===== config.mk =====
export PLATFORM = sky130hd
export DESIGN_NAME = bounded_deque_with_search
export DESIGN_NICKNAME = d
export VERILOG_FILES = /design/src/rtl/dqs_pkg.sv /design/src/rtl/bounded_deque_with_search.sv /design/src/rtl/dqs_ram.sv
export VERILOG_INCLUDE_DIRS = /design/src /design/src/rtl
export SDC_FILE = /design/constraint.sdc
export NUM_CORES = 2
export LEC_CHECK = 0
export BUFFER_PORTS_ARGS = -buffer_cell sky130_fd_sc_hd__buf_4
export CAP_MARGIN = 40
export CELL_PAD_IN_SITES_DETAIL_PLACEMENT = 0
export CELL_PAD_IN_SITES_GLOBAL_PLACEMENT = 1
export CORE_UTILIZATION = 39
export DETAILED_ROUTE_END_ITERATION = 12
export PLACE_DENSITY = 0.55
export SLEW_MARGIN = 20
export SYNTH_ARGS = -nofsm -noshare
export SYNTH_HDL_FRONTEND = slang
export SYNTH_HIERARCHICAL = 1
export SYNTH_SLANG_ARGS = --single-unit
export TNS_END_PERCENT = 1

===== constraint.sdc =====
create_clock -name clk -period 7.5 [get_ports clk]
set_input_delay 1.5 -clock clk [delete_from_list [all_inputs] [get_ports clk]]
set_output_delay 1.5 -clock clk [all_outputs]
set_load 0.1 [all_outputs]

===== src/rtl/bounded_deque_with_search_assert.svh =====
// Assertion macros used by the deque RTL.
`ifndef BOUNDED_DEQUE_WITH_SEARCH_ASSERT_SVH
`define BOUNDED_DEQUE_WITH_SEARCH_ASSERT_SVH

// Same-cycle implication, checked on every rising edge outside reset.
`define DQS_ASSERT_NOW(label, ante, cons, msg) \
	label: assert property (@(posedge clk) disable iff (!arst_n) (ante) |-> (cons)) \
		else $error(msg);

// Next-cycle implication, checked on every rising edge outside reset.
`define DQS_ASSERT_NEXT(label, ante, cons, msg) \
	label: assert property (@(posedge clk) disable iff (!arst_n) (ante) |=> (cons)) \
		else $error(msg);

`endif


===== src/rtl/dqs_pkg.sv =====
`timescale 1ns / 1ps
package dqs_pkg;

	// Fixed field widths.
	localparam int unsigned DATA_W   = 32;
	localparam int unsigned MODE_W   = 3;
	localparam int unsigned STATUS_W = 2;

	// Operation codes carried on the mode field.
	localparam logic [MODE_W-1:0] MODE_PUSH_FRONT = 3'd0;
	localparam logic [MODE_W-1:0] MODE_PUSH_BACK  = 3'd1;
	localparam logic [MODE_W-1:0] MODE_POP_FRONT  = 3'd2;
	localparam logic [MODE_W-1:0] MODE_POP_BACK   = 3'd3;
	localparam logic [MODE_W-1:0] MODE_SEARCH     = 3'd4;

	// Result status codes.
	localparam logic [STATUS_W-1:0] STAT_OK    = 2'd0;
	localparam logic [STATUS_W-1:0] STAT_EMPTY = 2'd1;
	localparam logic [STATUS_W-1:0] STAT_FULL  = 2'd2;

	// Controller states.
	typedef enum logic {
		S_IDLE,
		S_SEARCH
	} state_t;

endpackage


===== src/rtl/bounded_deque_with_search.sv =====
`timescale 1ns / 1ps
// Channel    Handshake                 Payload
// command    start / busy              mode, value
// result     done (one-cycle strobe)   status, found, count
//
// Pushes and pops update the state at the transfer edge; for these, unused codes and a search
// of an empty deque, done strobes in the very next cycle.
// A search of n live entries reads the ring memory one entry per cycle and holds busy
// high until all n have been compared, ending early on a match. Done strobes in the
// cycle busy falls.
// Reset empties the deque at once; the entry memory itself is not cleared.
// Results are not held back: each is valid for the single cycle done is high.
module bounded_deque_with_search #(
	parameter int unsigned DEPTH = 64,
	parameter int unsigned AW    = (DEPTH > 1) ? $clog2(DEPTH) : 1,
	parameter int unsigned CW    = $clog2(DEPTH + 1)
) (
	input  logic                          clk,
	input  logic                          arst_n,
	input  logic                          start,
	output logic                          busy,
	input  logic [dqs_pkg::MODE_W-1:0]    mode,
	input  logic signed [dqs_pkg::DATA_W-1:0] value,
	output logic                          done,
	output logic [dqs_pkg::STATUS_W-1:0]  status,
	output logic                          found,
	output logic [CW-1:0]                 count
);
	import dqs_pkg::*;
	`include "bounded_deque_with_search_assert.svh"

	localparam logic [AW-1:0] LAST_POS = AW'(DEPTH - 1);
	localparam logic [CW-1:0] FULL_CNT = CW'(DEPTH);

	state_t            state_q, state_d;
	logic [AW-1:0]     head_q, tail_q, ptr_q;
	logic [CW-1:0]     count_q, idx_q;
	logic [DATA_W-1:0] key_q;
	logic              done_q, found_q;
	logic [STATUS_W-1:0] status_q;
	logic              cmp_vld_s1, last_s1;

	logic              accept, full, empty, issue, match, finish;
	logic              we;
	logic [AW-1:0]     waddr;
	logic [DATA_W-1:0] rdata;

	// Ring position arithmetic that also holds for a depth that is not a power of two.
	function automatic logic [AW-1:0] pos_inc(input logic [AW-1:0] p);
		return (p == LAST_POS) ? '0 : p + AW'(1);
	endfunction

	function automatic logic [AW-1:0] pos_dec(input logic [AW-1:0] p);
		return (p == '0) ? LAST_POS : p - AW'(1);
	endfunction

	assign accept = start && !busy;
	assign full   = (count_q == FULL_CNT);
	assign empty  = (count_q == '0);
	assign busy   = (state_q != S_IDLE);

	// Pushes write straight into the ring on the accepting cycle.
	assign we    = accept && !full && ((mode == MODE_PUSH_FRONT) || (mode == MODE_PUSH_BACK));
	assign waddr = (mode == MODE_PUSH_FRONT) ? pos_dec(head_q) : tail_q;

	// Search compare stage: the entry read last cycle against the key.
	assign match  = (rdata == key_q);
	assign finish = (state_q == S_SEARCH) && cmp_vld_s1 && (match || last_s1);
	assign issue  = (state_q == S_SEARCH) && (idx_q < count_q) && !finish;

	dqs_ram #(
		.DEPTH (DEPTH),
		.AW    (AW)
	) u_ram (
		.clk   (clk),
		.we    (we),
		.waddr (waddr),
		.wdata (value),
		.re    (issue),
		.raddr (ptr_q),
		.rdata (rdata)
	);

	// Next state.
	always_comb begin
		state_d = state_q;
		case (state_q)
			S_IDLE: begin
				if (accept && (mode == MODE_SEARCH) && !empty) begin
					state_d = S_SEARCH;
				end
			end
			S_SEARCH: begin
				if (finish) begin
					state_d = S_IDLE;
				end
			end
			default: state_d = S_IDLE;
		endcase
	end

	// Control state and ring pointers.
	always_ff @(posedge clk or negedge arst_n) begin
		if (!arst_n) begin
			state_q    <= S_IDLE;
			head_q     <= '0;
			tail_q     <= '0;
			count_q    <= '0;
			done_q     <= 1'b0;
			cmp_vld_s1 <= 1'b0;
		end else begin
			state_q    <= state_d;
			cmp_vld_s1 <= issue;
			done_q     <= 1'b0;
			if (accept) begin
				done_q <= !((mode == MODE_SEARCH) && !empty);
				case (mode)
					MODE_PUSH_FRONT: begin
						if (!full) begin
							head_q  <= pos_dec(head_q);
							count_q <= count_q + CW'(1);
						end
					end
					MODE_PUSH_BACK: begin
						if (!full) begin
							tail_q  <= pos_inc(tail_q);
							count_q <= count_q + CW'(1);
						end
					end
					MODE_POP_FRONT: begin
						if (!empty) begin
							head_q  <= pos_inc(head_q);
							count_q <= count_q - CW'(1);
						end
					end
					MODE_POP_BACK: begin
						if (!empty) begin
							tail_q  <= pos_dec(tail_q);
							count_q <= count_q - CW'(1);
						end
					end
					default: ;
				endcase
			end else if (finish) begin
				done_q <= 1'b1;
			end
		end
	end

	// Result payload, search key and scan position.
	always_ff @(posedge clk) begin
		if (accept) begin
			key_q    <= value;
			ptr_q    <= head_q;
			idx_q    <= '0;
			found_q  <= 1'b0;
			status_q <= STAT_OK;
			if (((mode == MODE_PUSH_FRONT) || (mode == MODE_PUSH_BACK)) && full) begin
				status_q <= STAT_FULL;
			end else if (((mode == MODE_POP_FRONT) || (mode == MODE_POP_BACK)) && empty) begin
				status_q <= STAT_EMPTY;
			end
		end else begin
			if (issue) begin
				ptr_q <= pos_inc(ptr_q);
				idx_q <= idx_q + CW'(1);
			end
			if (finish) begin
				found_q <= match;
			end
		end
		last_s1 <= (idx_q == count_q - CW'(1));
	end

	assign done   = done_q;
	assign status = status_q;
	assign found  = found_q;
	assign count  = count_q;

	`DQS_ASSERT_NEXT(a_quick_op_done, accept && (mode != MODE_SEARCH), done, "result missing")
	`DQS_ASSERT_NOW(a_done_idle, done, !busy, "result strobed while still busy")
	`DQS_ASSERT_NOW(a_found_ok, done && found, status == STAT_OK, "found with refusal")
	`DQS_ASSERT_NOW(a_cmp_in_search, cmp_vld_s1, state_q == S_SEARCH, "compare outside search")

endmodule


===== src/rtl/dqs_ram.sv =====
`timescale 1ns / 1ps
module dqs_ram #(
	parameter int unsigned DEPTH = 64,
	parameter int unsigned AW    = 6
) (
	input  logic                        clk,
	input  logic                        we,
	input  logic [AW-1:0]               waddr,
	input  logic [dqs_pkg::DATA_W-1:0]  wdata,
	input  logic                        re,
	input  logic [AW-1:0]               raddr,
	output logic [dqs_pkg::DATA_W-1:0]  rdata
);
	import dqs_pkg::*;

	logic [DATA_W-1:0] mem [DEPTH];

	// Single write port.
	always_ff @(posedge clk) begin
		if (we) begin
			mem[waddr] <= wdata;
		end
	end

	// Registered read port.
	always_ff @(posedge clk) begin
		if (re) begin
			rdata <= mem[raddr];
		end
	end

endmodule


==> summary.txt <==
Outcome
  – Status: finished, final reports clean

Hold path
  – Min-Delay Path Class: reg2reg

CTS
  – Cell chosen for the clock root: clkbuf_16
  – Clk sinks: 2151
  – Total CTS buffers: approximately 220
  – Post-cts gate resize count: 0
  – Clk buf depth: 3
  – H-Tree Depth: 4
  – Cts hold-fix bufs: 0
  – Clock slew seen by the registers of the worst setup and hold paths: 0.06 ns
  – Post-CTS setup buffer count: 0
  – Clock latency on the worst-skew pair: about 0.87 ns
  – TritonCTS clock tree: done

Critical path
  – CP max-delay cell: nor2_4
  – CP Capture Type: register
  – Setup crit start kind: primary input
  – Worst-path cell chain: buf_4 -> nor3_1 -> buf_4 -> nor2_1 -> a31oi_1 -> buf_2 -> nor2b_1 -> nand3_1 -> buf_4 -> nor2_4 -> buf_4
  – Worst-path maximum fanout: 18
  – CP arrival: about 5.0 ns
  – Worst path required time: 8.04 ns
  – Worst stage delay on the critical path: 0.58 ns
  – Top cell by count, worst path: buf_4
  – Kind of critical path: in2reg

STA
  – Layout Skew: between 0.04 and 0.05 ns
  – Fmax: roughly 220 MHz
  – Final setup margin: roughly 3 ns
  – Final period util: 0.600
  – Setup TNS: 0 ns
  – Least-Margin Pin Slew: roughly 1.0 ns
  – Hold Slack: between 0.4 and 0.5 ns
  – Hold Fails Final Rpt: 0
  – Slew Limit Headroom: 0.306
  – RSZ-0062 raised after global routing: false
  – Crit path time final: 4.50 ns
  – # setup viols final: 0
  – Final max-slew violation count: 0

Global route
  – Vias in the first global route: roughly 39000
  – First-pass GRT wire length: between 300000 and 400000 µm
  – Largest net degree at the start of global routing: 89
  – Antenna violations before repair: 25
  – GRT Resource Usage Total: 0.217
  – GRT Residual Overflow: 0

Routing
  – Final ANT Viol Nets: 0
  – Remaining DRCs: 0
  – Drt via density: 5.69
  – Routed WL: ~230000 µm
  – Drt wl/cell: between 30 and 40 µm
  – DR iter-0 viols: 4186
  – First-pass iteration count of the detailed router: 5
  – Via count: 39600

Final layout
  – Register area: 64400 µm²
  – Layout Nets: approximately 4000
  – Layout cells sized above 1: 0.276
  – Design area: 95400 µm²
  – Multi-input logic area: 18000 µm²
  – Area Growth Syn to Fin: 15.2%
  – Filler cells: 17600

Logic synthesis
  – Synth Flop Type: edfxtp_1
  – Syn nets: 3782
  – Synth warnings: 6
  – Asr flop ratio synth: 0.0102
  – Gate Count Post-Synth: around 3700
  – FF+latch count, synth: between 2000 and 2500
  – Synth top area cells: edfxtp_1 77%, mux4_2 15%, mux2i_1 1.2%, nor2_1 0.75%, dfrtp_1 0.66%
  – EDFF count, synth: roughly 2100
  – Most frequent cell after synthesis: edfxtp_1
  – Netlist cell types: a little over 60
  – Synth top area share: 0.768
  – Post-synth top cells: 2120 x edfxtp_1, 544 x mux4_2, 165 x nor2_1, 98 x mux2i_1, 90 x clkbuf_1
  – Mapped cell area: ~83000 µm²
  – Syn Area/Cell: between 20 and 25 µm²
  – Post-synth top area cell: edfxtp_1
  – Sequential fraction of the synthesis area: 0.777

Floorplanning
  – Die extent in x: ~460 µm
  – Site Rows: 168
  – Top Ports: 50
  – Initial Utilization: 0.394
  – Die ar.: between 200000 and 250000 µm²
  – Core Region: 210000 µm²
  – Die height: 463 µm

Power
  – VDD IR max: 0.475 mV
  – Power Total: about 35000 µW
  – Leakage: 0.0296 µW
  – Pwr Density: 366 nW/µm²

Placed design
  – Placed cell area: roughly 90000 µm²
  – Pre-CTS setup slack: 2.05 ns
  – Placer Congestion: 0.835
  – DP Wirelength: about 150000 µm
  – # port buffers: ~50

Flow run
  – Max cap viols: 0
==> flip-flops by register name, indices dropped and copies added, names as in the netlist <==
register     cells
busy             1
cmp_vld_s1       1
count            7
done             1
found            1
head_q           6
idx_q            7
key_q           32
last_s1          1
ptr_q            6
status           2
tail_q           6
u_ram/mem     2048
u_ram/rdata     32
==> per-stage QoR <==
stage,utilization,std cells
2_1_floorplan,-,3726
3_3_place_gp,0.414,6483
3_5_place_dp,0.421,6541
4_1_cts,0.453,6944
5_1_grt,0.453,6948
6_report,0.453,6967
==> placed cells by master (no fill, tap or decap), types with 12 or more instances in the layout <==
cell type / netlist / layout
a21oi_1: 83 / 83
a22oi_1: 12 / 12
buf_12: 0 / 33
buf_16: 0 / 32
buf_4: 25 / 141
clkbuf_1: 90 / 48
clkbuf_16: 0 / 222
clkinv_1: 0 / 55
clkinv_2: 0 / 51
dfrtp_1: 22 / 22
diode_2: 0 / 20
edfxtp_1: 2120 / 2120
ha_1: 18 / 18
inv_1: 15 / 14
mux2i_1: 98 / 98
mux4_2: 544 / 544
nand2_1: 65 / 64
nand3_1: 20 / 18
nor2_1: 165 / 102
nor2_4: 0 / 62
nor2b_1: 17 / 16
nor3_1: 19 / 17
o21ai_0: 31 / 31
o221ai_1: 27 / 27
o22ai_1: 88 / 88
xnor2_1: 25 / 25
xor2_1: 32 / 32
==> critical path, delay by kind of cell <==
kind / cells / cell delay, ns
AND/OR/NAND/NOR: 5 / 1.63
buffers and inverters: 5 / 1.49
AO/OA/AOI/OAI: 1 / 0.36
==> where the power goes <==
part	internal (µW)	total [µW]	switching, µW
Combinational	4040	10800	6720
Clock	5780	10400	4620
Sequential	13600	13800	204
==> metal layers <==
| metal | track usage | wire, µm |
|---|---|---|
| met2 | 0.337 | 109000 |
| met5 | 0 | 57 |
| met4 | 0.0675 | 7300 |
| met1 | 0.308 | 99300 |
| met3 | 0.0435 | 16300 |
==> final timing paths <==
| path | cells after the start | slack, ns | start | end |
|---|---|---|---|---|
| min reg2reg | 2 | 0.47 | found | found |
| max reg2reg | 9 | 3.10 | head_q[2] | u_ram/mem[21][18] |
| max | 11 | 3.00 | mode[0] | u_ram/mem[21][18] |
| max in group asynchronous | 1 | 6.66 | arst_n | count[2] |
| min | 2 | 0.47 | found | found |
| min in group asynchronous | 1 | 0.57 | arst_n | busy |
==> layout make-up <==
class                           count  share of cell area
Sequential cell                  2151               0.675
Multi-Input combinational cell   1360               0.188
Clock buffer                      270              0.0601
Tap cell                         2805              0.0368
Timing Repair Buffer              213              0.0278
Clock inverter                    133              0.0111
Inverter                           15            0.000590
Antenna cell                       20            0.000525
==> logic make-up (layout without fill, tap and decap cells) <==
kind of cell / Yosys count / in the layout / share of synthesized area
AND/OR/NAND/NOR: 354 / 354 / 0.0196
multiplexers: 643 / 643 / 0.160
flip-flops: 2151 / 2151 / 0.777
XOR/XNOR: 57 / 57 / 0.00603
other: 0 / 20 / 0
AO/OA/AOI/OAI: 288 / 288 / 0.0222
buffers and inverters: 215 / 631 / 0.0123
adder cells (fa/ha/maj): 18 / 18 / 0.00272
No activity file was read; power rests on OpenSTA's default activity.
